[config.mk]
export PLATFORM = sky130hd
export DESIGN_NAME = adc_event_word_demux_unit
export DESIGN_NICKNAME = d
export VERILOG_FILES = /design/src/rtl/adcdmx_pkg.sv /design/src/rtl/adcdmx_ctrl.sv /design/src/rtl/adcdmx_dp.sv /design/src/rtl/adc_event_word_demux_unit.sv
export SDC_FILE = /design/constraint.sdc
export NUM_CORES = 1
export LEC_CHECK = 0
export ABC_AREA = 1
export BUFFER_PORTS_ARGS = -buffer_cell sky130_fd_sc_hd__buf_2
export CAP_MARGIN = 40
export CELL_PAD_IN_SITES_DETAIL_PLACEMENT = 1
export CELL_PAD_IN_SITES_GLOBAL_PLACEMENT = 1
export CORE_UTILIZATION = 56
export CTS_BUF_LIST = sky130_fd_sc_hd__clkbuf_4 sky130_fd_sc_hd__clkbuf_8
export CTS_CLUSTER_DIAMETER = 60
export CTS_CLUSTER_SIZE = 30
export DETAILED_ROUTE_END_ITERATION = 6
export HOLD_SLACK_MARGIN = 0.1
export PLACE_DENSITY = 0.95
export SLEW_MARGIN = 20
export SYNTH_ARGS = -nofsm -noshare
export SYNTH_HDL_FRONTEND = slang
export SYNTH_SLANG_ARGS = --single-unit
[constraint.sdc]
create_clock -name i_clk -period 5 [get_ports i_clk]
set_input_delay 1 -clock i_clk [delete_from_list [all_inputs] [get_ports i_clk]]
set_output_delay 1 -clock i_clk [all_outputs]
set_load 0.05 [all_outputs]
[src/rtl/adcdmx_pkg.sv]
// shared types, codes and constants of the adc event word demux
package adcdmx_pkg;

    // word type codes in bits 26:24
    localparam logic [2:0] KIND_DATA   = 3'd0;
    localparam logic [2:0] KIND_HEADER = 3'd2;
    localparam logic [2:0] KIND_EOB    = 3'd4;

    // configuration register indexes
    localparam logic REG_NUM_CHANNELS = 1'b0;
    localparam logic REG_ADC_BITS     = 1'b1;

    localparam int CFG_DATA_W       = 6;
    localparam int DEF_MAX_CHANNELS = 32;

    localparam logic [5:0] NUM_CHANNELS_RST = 6'd32;
    localparam logic [3:0] ADC_BITS_RST     = 4'd12;
    localparam logic [3:0] ADC_BITS_FULL    = 4'd12;

    typedef enum logic [1:0] {
        S_IDLE,
        S_EVENT,
        S_SCAN
    } t_state;

    typedef struct packed {
        logic clear_valid;
        logic store;
        logic start_scan;
        logic step;
    } t_cmd;

    typedef struct packed {
        logic is_header;
        logic is_data;
        logic is_eob;
        logic any_valid;
        logic slot_free;
    } t_status;

endpackage

[src/rtl/adcdmx_ctrl.sv]
// controller: event state and emission sequencing
module adcdmx_ctrl
    import adcdmx_pkg::*;
(
    input  logic    i_clk,
    input  logic    i_rst_n,
    input  logic    i_in_valid,
    input  t_status i_status,
    output logic    o_in_ready,
    output t_cmd    o_cmd
);

    t_state r_state, n_state;
    logic   accept;

    always_ff @(posedge i_clk) begin
        if (!i_rst_n) begin
            r_state <= S_IDLE;
        end else begin
            r_state <= n_state;
        end
    end

    always_comb begin
        n_state    = r_state;
        o_cmd      = '0;
        o_in_ready = (r_state != S_SCAN);
        accept     = i_in_valid && o_in_ready;
        unique case (r_state)
            S_IDLE: begin
                if (accept && i_status.is_header) begin
                    o_cmd.clear_valid = 1'b1;
                    n_state           = S_EVENT;
                end
            end
            S_EVENT: begin
                if (accept && i_status.is_data) begin
                    o_cmd.store = 1'b1;
                end else if (accept && i_status.is_eob) begin
                    o_cmd.start_scan = 1'b1;
                    n_state          = S_SCAN;
                end
            end
            S_SCAN: begin
                if (!i_status.any_valid) begin
                    n_state = S_IDLE;
                end else if (i_status.slot_free) begin
                    o_cmd.step = 1'b1;
                end
            end
            default: begin
                n_state = S_IDLE;
            end
        endcase
    end

endmodule

[src/rtl/adcdmx_dp.sv]
// datapath: config registers, channel table, scan index and output register
module adcdmx_dp
    import adcdmx_pkg::*;
#(
    parameter int MAX_CHANNELS = DEF_MAX_CHANNELS
) (
    input  logic                  i_clk,
    input  logic                  i_rst_n,
    input  logic                  i_cfg_we,
    input  logic                  i_cfg_addr,
    input  logic [CFG_DATA_W-1:0] i_cfg_data,
    input  logic [31:0]           i_data_word,
    input  t_cmd                  i_cmd,
    output t_status               o_status,
    input  logic                  i_out_ready,
    output logic                  o_out_valid,
    output logic [4:0]            o_channel,
    output logic [11:0]           o_value,
    output logic [23:0]           o_event_count,
    output logic                  o_last
);

    localparam int IDX_W = (MAX_CHANNELS > 1) ? $clog2(MAX_CHANNELS) : 1;

    logic [5:0]              r_num_ch;
    logic [3:0]              r_adc_bits;
    logic [MAX_CHANNELS-1:0] r_valid;
    logic [11:0]             r_value [MAX_CHANNELS];
    logic [IDX_W-1:0]        r_idx;
    logic [23:0]             r_evc;
    logic                    r_out_valid;
    logic [4:0]              r_channel;
    logic [11:0]             r_out_value;
    logic [23:0]             r_out_evc;
    logic                    r_last;

    logic [2:0]              kind;
    logic [4:0]              ch;
    logic [11:0]             val;
    logic [IDX_W-1:0]        wr_idx;
    logic                    ch_ok;
    logic                    val_ok;
    logic                    store_ok;
    logic                    cur_valid;
    logic [MAX_CHANNELS-1:0] rest;
    logic                    load;

    assign kind   = i_data_word[26:24];
    assign ch     = i_data_word[20:16];
    assign val    = i_data_word[11:0];
    assign wr_idx = ch[IDX_W-1:0];

    assign ch_ok  = ({1'b0, ch} < r_num_ch) && (32'(ch) < MAX_CHANNELS);
    assign val_ok = (r_adc_bits >= ADC_BITS_FULL) || ((val >> r_adc_bits) == 12'd0);
    assign store_ok = i_cmd.store && ch_ok && !i_data_word[12] && val_ok
                      && !r_valid[wr_idx];

    assign cur_valid = (32'(r_idx) < MAX_CHANNELS) && r_valid[r_idx];
    assign load      = i_cmd.step && cur_valid;

    always_comb begin
        rest        = r_valid;
        rest[r_idx] = 1'b0;
    end

    always_ff @(posedge i_clk) begin
        if (!i_rst_n) begin
            r_num_ch   <= NUM_CHANNELS_RST;
            r_adc_bits <= ADC_BITS_RST;
        end else if (i_cfg_we) begin
            case (i_cfg_addr)
                REG_NUM_CHANNELS: r_num_ch   <= i_cfg_data[5:0];
                REG_ADC_BITS:     r_adc_bits <= i_cfg_data[3:0];
                default: ;
            endcase
        end
    end

    always_ff @(posedge i_clk) begin
        if (!i_rst_n) begin
            r_valid <= '0;
        end else if (i_cmd.clear_valid) begin
            r_valid <= '0;
        end else if (store_ok) begin
            r_valid[wr_idx] <= 1'b1;
        end else if (load) begin
            r_valid[r_idx] <= 1'b0;
        end
    end

    always_ff @(posedge i_clk) begin
        if (store_ok) begin
            r_value[wr_idx] <= val;
        end
    end

    always_ff @(posedge i_clk) begin
        if (i_cmd.start_scan) begin
            r_idx <= '0;
            r_evc <= i_data_word[23:0];
        end else if (i_cmd.step) begin
            r_idx <= r_idx + 1'b1;
        end
    end

    always_ff @(posedge i_clk) begin
        if (!i_rst_n) begin
            r_out_valid <= 1'b0;
        end else if (load) begin
            r_out_valid <= 1'b1;
        end else if (i_out_ready) begin
            r_out_valid <= 1'b0;
        end
    end

    always_ff @(posedge i_clk) begin
        if (load) begin
            r_channel   <= 5'(r_idx);
            r_out_value <= r_value[r_idx];
            r_out_evc   <= r_evc;
            r_last      <= (rest == '0);
        end
    end

    assign o_status.is_header = (kind == KIND_HEADER);
    assign o_status.is_data   = (kind == KIND_DATA);
    assign o_status.is_eob    = (kind == KIND_EOB);
    assign o_status.any_valid = |r_valid;
    assign o_status.slot_free = !r_out_valid || i_out_ready;

    assign o_out_valid   = r_out_valid;
    assign o_channel     = r_channel;
    assign o_value       = r_out_value;
    assign o_event_count = r_out_evc;
    assign o_last        = r_last;

endmodule

[src/rtl/adc_event_word_demux_unit.sv]
// top level of the adc event word demux
// Decodes a stream of 32-bit adc readout words (type in bits 26:24: header,
// data, end of block). Header, data and ignored words are taken one per
// cycle while no emission walk runs. An end-of-block word closes the event
// and the block then walks the channel table one entry per cycle while the
// output register is free, MAX_CHANNELS entries at most, emitting each stored
// channel/value pair in ascending order with the event counter; input ready
// stays low for that walk. The output register lets the next item in while
// the final pair still waits to be taken. Configuration should be written
// through a plain write port only while the block is idle; the block itself
// does not enforce this.
module adc_event_word_demux_unit
    import adcdmx_pkg::*;
#(
    parameter int MAX_CHANNELS = DEF_MAX_CHANNELS
) (
    input  logic                  i_clk,
    input  logic                  i_rst_n,
    // configuration write port
    input  logic                  i_cfg_we,
    input  logic                  i_cfg_addr,
    input  logic [CFG_DATA_W-1:0] i_cfg_data,
    // readout word items
    input  logic                  i_in_valid,
    output logic                  o_in_ready,
    input  logic [31:0]           i_data_word,
    // channel/value items
    output logic                  o_out_valid,
    input  logic                  i_out_ready,
    output logic [4:0]            o_channel,
    output logic [11:0]           o_value,
    output logic [23:0]           o_event_count,
    output logic                  o_last
);

    // command and status between controller and datapath
    t_cmd    cmd;
    t_status status;

    // controller tracks whether an event is open and runs the emission walk
    adcdmx_ctrl u_ctrl (
        .i_clk      (i_clk),
        .i_rst_n    (i_rst_n),
        .i_in_valid (i_in_valid),
        .i_status   (status),
        .o_in_ready (o_in_ready),
        .o_cmd      (cmd)
    );

    // datapath holds the valid marks, the value table and the output register
    adcdmx_dp #(
        .MAX_CHANNELS (MAX_CHANNELS)
    ) u_dp (
        .i_clk         (i_clk),
        .i_rst_n       (i_rst_n),
        .i_cfg_we      (i_cfg_we),
        .i_cfg_addr    (i_cfg_addr),
        .i_cfg_data    (i_cfg_data),
        .i_data_word   (i_data_word),
        .i_cmd         (cmd),
        .o_status      (status),
        .i_out_ready   (i_out_ready),
        .o_out_valid   (o_out_valid),
        .o_channel     (o_channel),
        .o_value       (o_value),
        .o_event_count (o_event_count),
        .o_last        (o_last)
    );

endmodule

==> results of run 1 <==
## cell usage in the layout, fill, tap and decap left out, drive strengths merged
| cell | instances |
|---|---|
| clkinv | 12 |
| bufinv | 2 |
| ha | 8 |
| dfxtp | 50 |
| o21a | 1 |
| a21boi | 2 |
| a21oi | 84 |
| nor2 | 272 |
| o211ai | 3 |
| buf | 149 |
| inv | 122 |
| a221oi | 4 |
| nand2 | 182 |
| nand3 | 8 |
| a31oi | 1 |
| a211oi | 1 |
| a22o | 26 |
| edfxtp | 450 |
| nor4 | 9 |
| o22ai | 96 |
| nor3 | 41 |
| o21ai | 272 |
| clkbuf | 38 |
| nand4 | 28 |
## logic make-up after synthesis
family	share of synthesized area, %
buffers and inverters	4.251
DFF	71.15
and+or+nand+nor	10.85
AOI/OAI and AO/OA	13.26
adders and majority gates	0.4907
## worst min path at each step
stage                                        end  depth (start not counted)           start
after floorplan            u_dp.o_event_count[0]                          0   u_dp.r_evc[0]
after global placement    u_dp.o_event_count[22]                          0  u_dp.r_evc[22]
after detailed placement  u_dp.o_event_count[21]                          0  u_dp.r_evc[21]
after CTS                  u_dp.o_event_count[3]                          0   u_dp.r_evc[3]
after global routing       u_dp.o_event_count[3]                          0   u_dp.r_evc[3]
final                      u_dp.o_event_count[3]                          0   u_dp.r_evc[3]
## power by group through the flow
stage               clock network [W]  logic (W)  registers (W)
floorplan                           0   0.000647        0.00466
global placement                    0   0.000932        0.00469
detailed placement                  0    0.00104        0.00469
CTS                           0.00245    0.00105        0.00460
global route                  0.00256    0.00116        0.00460
finish                        0.00245    0.00110        0.00460
## cell usage after synthesis (all sizes together), types with 3 or more instances
library cell / count / area share [%]
edfxtp: 450 / 66
nor2: 272 / 5.0
o21ai: 272 / 6.7
nand2: 182 / 3.4
inv: 112 / 2.1
o22ai: 96 / 2.9
a21oi: 84 / 2.1
clkbuf: 77 / 1.4
dfxtp: 50 / 4.9
nor3: 41 / 1.1
nand4: 28 / 0.86
a22o: 26 / 1.1
buf: 23 / 0.77
nor4: 9 / 0.28
ha: 8 / 0.49
nand3: 8 / 0.22
a221oi: 4 / 0.17
o211ai: 3 / 0.11
## area by class of cell
class                           count  area [um2]  area share [%]
Sequential cell                   500       14520           64.48
Clock buffer                       38       523.0           2.323
Inverter                          112       422.9           1.878
Timing Repair Buffer              149       994.7           4.418
Clock inverter                     24       356.6           1.584
Tap cell                          461       576.8           2.562
Multi-Input combinational cell   1038        5122           22.75
## critical path, stage by stage, from the launching register on
cell     delay, ns
dfxtp_4       0.92
buf_4         0.48
a21oi_1       0.12
o21ai_0       0.15
nand2_1       0.12
nand2_1       0.10
nand4_1       0.16
nor2_1        0.21
nand2_2       0.23
buf_4         0.32
nand2_4       0.37
nand2_1       0.16
a21oi_1       0.20
## layer usage
metal / track usage, % / share of wire, % / up-vias
li1: - / - / 6460
met2: 59.19 / 48 / 1064
met3: 8.256 / 11 / 318
met4: 21.68 / 6.6 / 4
met1: 43.75 / 35 / 7588
met5: 0 / 0.039 / -
## metrics by stage
stage / total power [W] / area (um2) / utilization [%] / hold WS (ns) / cells
2_1_floorplan: 0.005308 / 20400 / - / 0.4003 / 1750
4_1_cts: 0.008102 / 22440 / 62.78 / 0.4280 / 2319
5_1_grt: 0.008321 / 22520 / 62.99 / 0.4446 / 2322
6_report: 0.008157 / 22520 / 62.99 / 0.4264 / 2322
3_5_place_dp: 0.005730 / 21560 / 60.32 / 0.4052 / 2257
3_3_place_gp: 0.005624 / 21530 / 60.24 / 0.4016 / 2255
## registers in the layout (all words and copies together), names as in the netlist
register / cells
u_ctrl.r_state: 2
u_dp.o_channel: 5
u_dp.o_event_count: 24
u_dp.o_last: 1
u_dp.o_out_valid: 1
u_dp.o_value: 12
u_dp.r_adc_bits: 4
u_dp.r_evc: 24
u_dp.r_idx: 5
u_dp.r_num_ch: 6
u_dp.r_valid: 32
u_dp.r_value: 384
==> summary.txt, run 1 <==
Power
  • Comb power frac: a little over an eighth
  • P per Cell Area: 362.3 nW/um2
  • Seq pwr share: 56.4%
  • Worst ir drop on vdd: 0.0003186 V
  • Leakage power: 7.723 nW
  • Internal power: between 0.005 and 0.006 W
  • Switch share: 29.14%
  • P_sw: 0.002377 W
  • Clock Power Share: 30.1%

Min path
  • Worst hold-check path type: register to register

Synthesis
  • Sequential share of the synthesized area: 71.15%
  • Syn_nets: 1802
  • Synthesized cell area: around 20000 um2
  • Main flop type after synthesis: edfxtp_1
  • Yosys warning count: 0
  • Count of cell types in the netlist: 32
  • Asr flop ratio synth: 0%
  • Number of synthesized flops with an enable pin: 450
  • Yosys reg bits: 500
  • Cells after Synth: 1750
  • Avg Inst Size Synth: 11.66 um2

Floorplanning
  • Die ar.: 37190 um2
  • Initial Util: 57.07%
  • Placement Rows: about 70
  • Top Ports: 88
  • Die width: 192.9 um
  • Core region area: 35740 um2
  • Die height: approximately 190 um

Detailed routing
  • DR pass1 iterations: 7
  • DRT antenna net count: 0
  • 1st-iter DRT viols: 2059
  • Via count: 15430
  • Vias per std cell: 6.647
  • DRC violations left: 12
  • Avg WL per Cell: about 29 um
  • Total Wirelength: 67.08 mm

GRT
  • Total Routing Usage GR: 36.18%
  • Largest net degree at the start of global routing: 87
  • Grt ovf: 0
  • Number of global-route vias before repair: 16060
  • Initial antenna violation count: 2
  • First-pass GRT wire length: between 90 and 100 mm

Timing
  • Final min period: 3.680 ns
  • Setup violations, final: 0
  • Period utilization: roughly 74%
  • Final-report hold violation count: 0
  • Max-slew violations: 0
  • Relative slew margins: between 40 and 50%
  • Setup ws final: 1.320 ns
  • TNS Setup: 0 ns
  • Clock skew after layout: roughly 0.032 ns
  • RSZ-0062 raised after global routing: no
  • Worst slew pin tran: 0.8875 ns
  • FMAX: 271.7 MHz

Clocking
  • Post-CTS setup repair buffer count: 0
  • Hold Buf Count CTS: 0
  • CTS sink cnt: 500
  • Worst skew pair latency: 0.60 ns
  • Cts repair resizes: 0
  • Clock transition at the registers of the reported paths: 0.14 ns
  • CTS Buf Count: 34
  • H-tree levels: 2
  • CTS Buffer Depth: 3
  • CTS root buf: clkbuf_8
  • TritonCTS clock tree: built

Setup path
  • Setup crit start: u_dp.r_idx[0]
  • Worst R2R End: u_dp.r_valid[27]
  • Crit Path Category: register to register
  • Worst r2r src: u_dp.r_idx[0]
  • Crit path DAT: around 4.2 ns
  • CP Max Fanout: 70
  • R2r setup slk: ~1.3 ns
  • Crit path to: u_dp.r_valid[27]
  • Reg2Reg Depth: 12
  • Critical path endpoint category: register
  • Type of origin of the critical path: register
  • Worst Path Required: 5.51 ns

Status
  • Failing checks: DRC
  • Status: complete, but fails checks

Final layout
  • Layout cell share with drive strength beyond 1: 13.16%
  • Fillers: around 3700
  • Diode count: 0
  • Area Overhead vs Synth: 10.38%
  • Final Net Count: 1887

Place
  • Dpl ws: about 0.92 ns
  • Routability congestion estimate: around 0.94
  • Port bufs: 82
  • Detailed placement HPWL: 42.59 mm

Flow run
  • Max cap viols: 0
(Power assumes the default switching activity.)
==> run 2: changes to the inputs <==
CORE_UTILIZATION = 52   (was 56)
PLACE_DENSITY = 0.93   (was 0.95)
clock period = 3.8 ns   (was 5 ns; I/O delays follow)
==> summary.txt, run 2 (same netlist as run 1, synthesis figures left out) <==
Clocking
  • Worst skew pair latency: 0.71 ns
  • H-tree levels: 1
  • CTS sink cnt: 500
  • Hold Buf Count CTS: 0
  • CTS Buffer Depth: 3
  • CTS root buf: clkbuf_8
  • TritonCTS clock tree: built
  • Cts repair resizes: 0
  • CTS Buf Count: 31
  • Clock transition at the registers of the reported paths: 0.13 ns
  • Post-CTS setup repair buffer count: 0

Setup path
  • Worst r2r src: u_dp.r_idx[0]
  • Worst Path Required: 4.40 ns
  • R2r setup slk: ~0.41 ns
  • Cells along the critical path: buf_4, a21oi_1, o21ai_0, nand2_1, nand2_1, nand4_1, nor2_1, nand2_2, buf_4, nand2_4, nand2_1, a21oi_1
  • Critical path endpoint category: register
  • Crit Path Category: register to register
  • Crit path max-delay cell type: dfxtp_4
  • Largest stage delay, worst path: 0.79 ns
  • WP depth: 12
  • CP Max Fanout: 56
  • Reg2Reg Depth: 12
  • Worst R2R End: u_dp.r_valid[27]
  • Crit path DAT: 3.99 ns
  • Type of origin of the critical path: register
  • Critical path's most frequent cell: nand2_1
  • Family with the most delay on the worst path: simple AND/OR/NAND/NOR gates
  • Buffers and inverters on the worst path: 2

Power
  • Leakage power: just under 8 nW
  • P per Cell Area: 466.0 nW/um2
  • Worst ir drop on vdd: 0.0003235 V
  • Pwr Total: 0.01047 W

GRT
  • Total Routing Usage GR: 32.21%
  • Number of global-route vias before repair: 15760
  • First-pass GRT wire length: 94.52 mm
  • Largest net degree at the start of global routing: 109
  • Initial antenna violation count: 4
  • Grt ovf: 0

Timing
  • Setup ws final: roughly 0.4 ns
  • Worst slew pin tran: 0.8253 ns
  • Clock skew after layout: 0.05182 ns
  • Relative slew margins: about 45%
  • Period utilization: 89.23%
  • Worst hold slack: 0.2286 ns
  • Final-report hold violation count: 0
  • TNS Setup: 0 ns
  • FMAX: 294.9 MHz
  • Final min period: 3.391 ns
  • Setup violations, final: 0
  • RSZ-0062 raised after global routing: no
  • Max-slew violations: 0

Final layout
  • Finished Cell Area: ~22000 um2
  • Register with the most flip-flops: u_dp.r_value
  • Top Registers: u_dp.r_value: 384 flops, u_dp.r_valid: 32 flops
  • Max FFs per register: 384
  • Most common library cell in the layout ignoring fill and taps: edfxtp_1
  • Final Net Count: between 1500 and 2000
  • Fillers: 4010
  • Most frequent cells in the layout: edfxtp_1 (450), nor2_1 (271), o21ai_0 (267), nand2_1 (178), inv_1 (107)
  • Layout cell share with drive strength beyond 1: 13.13%
  • Area Overhead vs Synth: 10.18%

Floorplanning
  • Die width: 200.1 um
  • Core region area: 38650 um2
  • Die ar.: 40020 um2
  • Initial Util: 52.78%
  • Die height: 200.1 um
  • Top Ports: a little under 90
  • Placement Rows: 72

Place
  • Area post-placement: 21710 um2
  • Detailed placement HPWL: 41.49 mm
  • Port bufs: 82
  • Routability congestion estimate: between 0.9 and 1
  • Dpl ws: just over 0.5 ns

Detailed routing
  • Via count: 15180
  • DR pass1 iterations: 7
  • DRC violations left: 1
  • DRT antenna net count: 0
  • Avg WL per Cell: 26.85 um
  • Total Wirelength: 64.24 mm
  • Vias per std cell: 6.348
  • 1st-iter DRT viols: approximately 1800

Flow run
  • Max cap viols: 0

Status
  • Failing checks: DRC
  • Status: complete, but fails checks

Min path
  • Hold Path Stages: 1
  • Worst hold-check path type: input port to register
  • Min-delay src: i_data_word[15]
  • Hold endpoint: u_dp.r_evc[15]
==> run 2: cell types whose count changed in the layout (fill, tap and decap cells not counted), sizes merged <==
cell      before  now
clkbuf        38   35
bufinv         2    4
clkinvlp       0    4
buf          149  165
clkinv        12    8
inv          122  119
diode          0    1
==> run 2: how the worst max path moves through the flow <==
| stage | endpoint | from |
|---|---|---|
| after floorplan | u_dp.r_idx[1] | i_data_word[25] |
| after CTS | u_dp.r_valid[27] | u_dp.r_idx[0] |
| after detailed placement | u_dp.r_value[8][11] | i_data_word[16] |
| final | u_dp.r_valid[27] | u_dp.r_idx[0] |
| after global placement | u_dp.r_value[28][2] | i_data_word[16] |
| after global routing | u_dp.r_valid[27] | u_dp.r_idx[0] |
==> run 2: per-layer routing <==
metal / global-route usage, % / wire (um)
met1: 41.25 / 23980
met2: 54.15 / 31730
met3: 5.393 / 5643
met4: 14.14 / 2865
met5: 0 / 16
==> run 2: power by group <==
part | leakage [nW] | switching, W | internal (W)
logic | 2.89 | 0.00105 | 0.000388
registers | 4.45 | 0.0000508 | 0.00600
clock network | 0.370 | 0.00183 | 0.00116
total | 7.71 | 0.00293 | 0.00755
==> run 2: final cells by class <==
cell class                      instances  area (um2)  share of cell area [%]
Sequential cell                       500       14520                   64.60
Multi-Input combinational cell       1038        5072                   22.57
Timing Repair Buffer                  165        1059                   4.710
Tap cell                              518       648.1                   2.884
Clock buffer                           35       456.7                   2.032
Inverter                              112       422.9                   1.882
Clock inverter                         23       295.3                   1.314
Antenna cell                            1       2.502                 0.01113
==> run 2: worst reg2reg max path, cell delays in order, from the launching register on <==
cell,delay [ns]
dfxtp_4,0.79
buf_4,0.50
a21oi_1,0.17
o21ai_0,0.16
nand2_1,0.12
nand2_1,0.09
nand4_1,0.17
nor2_1,0.15
nand2_2,0.13
buf_4,0.29
nand2_4,0.39
nand2_1,0.16
a21oi_1,0.18
==> run 2: metrics by stage <==
step | util [%] | cells
after floorplan | - | 1750
after global placement | 56.18 | 2332
after detailed placement | 56.18 | 2332
after CTS | 58.13 | 2390
after global routing | 58.16 | 2392
final | 58.16 | 2392
